## config.mk

```make
export PLATFORM = sky130hd
export DESIGN_NAME = btxm_ram
export DESIGN_NICKNAME = d
export VERILOG_FILES = /design/src/rtl/btxm_ram.sv
export SDC_FILE = /design/constraint.sdc
export NUM_CORES = 1
export LEC_CHECK = 0
export BUFFER_PORTS_ARGS = -buffer_cell sky130_fd_sc_hd__buf_2
export CAP_MARGIN = 20
export CORE_AREA = 4 4 97 99
export CTS_BUF_LIST = sky130_fd_sc_hd__clkbuf_16
export CTS_CLUSTER_SIZE = 20
export DETAILED_ROUTE_END_ITERATION = 12
export DIE_AREA = 0 0 101 103
export MAX_ROUTING_LAYER = met4
export PLACE_DENSITY_LB_ADDON = 0.3
export SETUP_SLACK_MARGIN = 0.15
export SYNTH_ARGS = -nofsm -noshare
export SYNTH_HDL_FRONTEND = slang
export SYNTH_SLANG_ARGS = --single-unit
```

## constraint.sdc

```tcl
create_clock -name clk -period 2.9 [get_ports clk]
set_input_delay 0.87 -clock clk [delete_from_list [all_inputs] [get_ports clk]]
set_output_delay 0.87 -clock clk [all_outputs]
set_load 0.1 [all_outputs]
```

## src/rtl/btxm_ram.sv

```systemverilog
// ----------------------------------------------------------------------------
// btxm_ram
// Generic single-port synchronous RAM with a registered read.
// ----------------------------------------------------------------------------
module btxm_ram #(
  parameter int WIDTH = 8,
  parameter int DEPTH = 16
) (
  input  logic                     clk,
  input  logic                     we,
  input  logic [$clog2(DEPTH)-1:0] addr,
  input  logic [WIDTH-1:0]         wdata,
  output logic [WIDTH-1:0]         rdata
);

  logic [WIDTH-1:0] mem [DEPTH];

  always_ff @(posedge clk) begin
    if (we) begin
      mem[addr] <= wdata;
    end
    rdata <= mem[addr];
  end

endmodule

```

==> impl_metrics.env <==
export IMPL_outcome="finished, final reports clean"
export IMPL_r2r_slack_ps=1540
export IMPL_tightest_slew_ps=798
export IMPL_hp_start="mem[12][3]$_DFFE_PP_"
export IMPL_ys_ff_latch=136
export IMPL_power_leakage_nw=2.00
export IMPL_fin_ws_ps=751
export IMPL_fin_setup_tns_ps=0
export IMPL_grt_max_degree=22
export IMPL_dp_hpwl_mm=5.81
export IMPL_cts_hold_buf=0
export IMPL_relSlewSlack=0.466
export IMPL_design_area_um2=5940
export IMPL_drtIter0Drc=158
export IMPL_nFillCells=514
export IMPL_drtAntennaViolNets=0
export IMPL_grt_usage=0.213
export IMPL_wirelength_mm=9.24
export IMPL_critical_path_class="in -> reg"
export IMPL_hold_violations=0
export IMPL_tritoncts="done"
export IMPL_clock_path_buffers=2
export IMPL_placed_area_um2=5390
export IMPL_clock_sinks=136
export IMPL_cts_resized=0
export IMPL_drv_slew=0
export IMPL_grt_pass1_vias=2565
export IMPL_path_clk_slew_ps=50
export IMPL_worst_setup_path_start_kind="primary input"
export IMPL_die_w_um=101
export IMPL_num_vias=2355
export IMPL_power_total_mw=4.46
export IMPL_syn_area_per_cell_um2=22.0
export IMPL_row_count=34
export IMPL_die_area_um2=10400
export IMPL_final_nets=290
export IMPL_pre_cts_slack_ps=316
export IMPL_whs_path_depth=3
export IMPL_min_to="rdata[3]$_DFF_P_"
export IMPL_area_delta_synth_final_pct=17.2
export IMPL_peakVddDrop_uv=447
export IMPL_gp_congestion=0.747
export IMPL_yosysUniqueCellTypes=18
export IMPL_cts_buffers=17
export IMPL_synthCells=230
export IMPL_cts_max_level=4
export IMPL_drc_errors=0
export IMPL_final_util=0.694
export IMPL_diodes=0
export IMPL_cp_required_ps=3180
export IMPL_setup_violations_final=0
export IMPL_place_inst=365
export IMPL_reg2reg_depth=3
export IMPL_hold_slack_ps=662
export IMPL_rr_startpoint="mem[2][7]$_DFFE_PP_"
export IMPL_dieHeight_um=103
export IMPL_rr_endpoint="rdata[7]$_DFF_P_"
export IMPL_power_density_nw_per_um2=752
export IMPL_core_um2=8550
export IMPL_firstDrtPassIters=4
export IMPL_finalCritPeriodShare=0.741
export IMPL_min_period_ps=2150
export IMPL_synth_area_um2=5070
export IMPL_grt_ovfl_total=0
export IMPL_syn_nets=244
export IMPL_cp_max_fo=15
export IMPL_yosysWarnings=0
export IMPL_fin_cells=397
export IMPL_ys_seq_area_frac=0.790
export IMPL_final_layout_size_suffix_gt1_frac=0.332
export IMPL_hp_class="reg -> reg"
export IMPL_via_per_inst=5.93
export IMPL_endpoint_kind="flip-flop"
export IMPL_wl_per_cell_um=23.3
export IMPL_root_buffer="clkbuf_16"
export IMPL_drv_cap=0
export IMPL_clock_fmax_ghz=0.465
export IMPL_cts_setup_buffers=0
export IMPL_antenna_found_initial=0
export IMPL_portBuffers=21
export IMPL_grt_setup_unrepaired="false"
export IMPL_ios=22
export IMPL_clock_latency_ps=400
export IMPL_grt_pass1_wl_mm=14.9
export IMPL_fin_skew_ps=7.90
export IMPL_cp_arrival_ps=2430
export IMPL_start_util=0.593
## cell usage after synthesis, drive strengths merged
cell	instances	area, um2
and2	1	6.26
nor3	4	20.0
nand3b	2	15.0
clkbuf	3	12.5
nand2b	2	12.5
dfxtp	8	160
nand2	9	33.8
a22oi	16	120
nor2b	2	12.5
edfxtp	128	3840
mux4	32	721
or3b	1	8.76
nor2	13	48.8
nand3	1	5.00
buf	8	47.5
## how the worst max path moves through the flow
stage,from,end,slack [ps],cells after the start
6_report,addr[0],rdata[7]$_DFF_P_,750,5
2_1_floorplan,addr[2],mem[0][0]$_DFFE_PP_,540,2
3_3_place_gp,addr[0],rdata[7]$_DFF_P_,360,5
4_1_cts,addr[0],rdata[7]$_DFF_P_,740,5
3_5_place_dp,addr[0],rdata[7]$_DFF_P_,320,5
5_1_grt,addr[0],rdata[7]$_DFF_P_,620,5
## cells by family (layout without fill, tap and decap cells)
group,count (synthesis),after routing,synth area share
buffers and inverters,11,70,0.0119
and+or+nand+nor,35,35,0.0321
DFF,136,136,0.790
muxes,32,32,0.142
AOI/OAI and AO/OA,16,16,0.0237
## flip-flops by register name, indices dropped and copies added (netlist names)
register and flops:
mem 128, rdata 8
## worst max-delay path: stages
cell	delay [ps]
buf_2	290
buf_4	330
mux4_2	540
a22oi_1	290
nand2_1	100
## placed cells by master (no fill, tap or decap)
cell / instances
clkinv_4: 2
nand3b_1: 2
nand2_1: 9
nand3_1: 1
bufinv_16: 2
buf_12: 1
nand2b_1: 2
edfxtp_1: 128
nor2b_1: 2
buf_2: 21
nor2_1: 13
or3b_2: 1
inv_1: 4
clkbuf_16: 17
mux4_2: 32
and2_1: 1
buf_4: 16
clkinv_2: 4
dfxtp_1: 8
clkinv_1: 3
a22oi_1: 16
nor3_1: 4
## layout make-up
cell class                 instances  area [um2]  share of cell area
timing repair buffer              38         245              0.0413
sequential                       136        4000               0.674
clock buffer                      17         425              0.0717
clock inverter                    15         124              0.0209
multi-input combinational         83        1000               0.169
tap                              108         135              0.0228
## where the power goes
| group | leakage (nW) | switching (mW) | internal, mW |
|---|---|---|---|
| combinational | 0.487 | 0.208 | 0.0864 |
| clock | 0.288 | 0.723 | 1.24 |
| sequential | 1.22 | 0.0123 | 2.20 |
## routing by layer
layer / vias to the layer above / routed length [um] / global-route usage
met5: - / 0 / -
met1: 1196 / 3810 / 0.278
met2: 96 / 4750 / 0.333
met3: 8 / 599 / 0.0494
met4: 0 / 72 / 0.0798
li1: 1055 / - / -
Power figures use the tool's default switching activity.
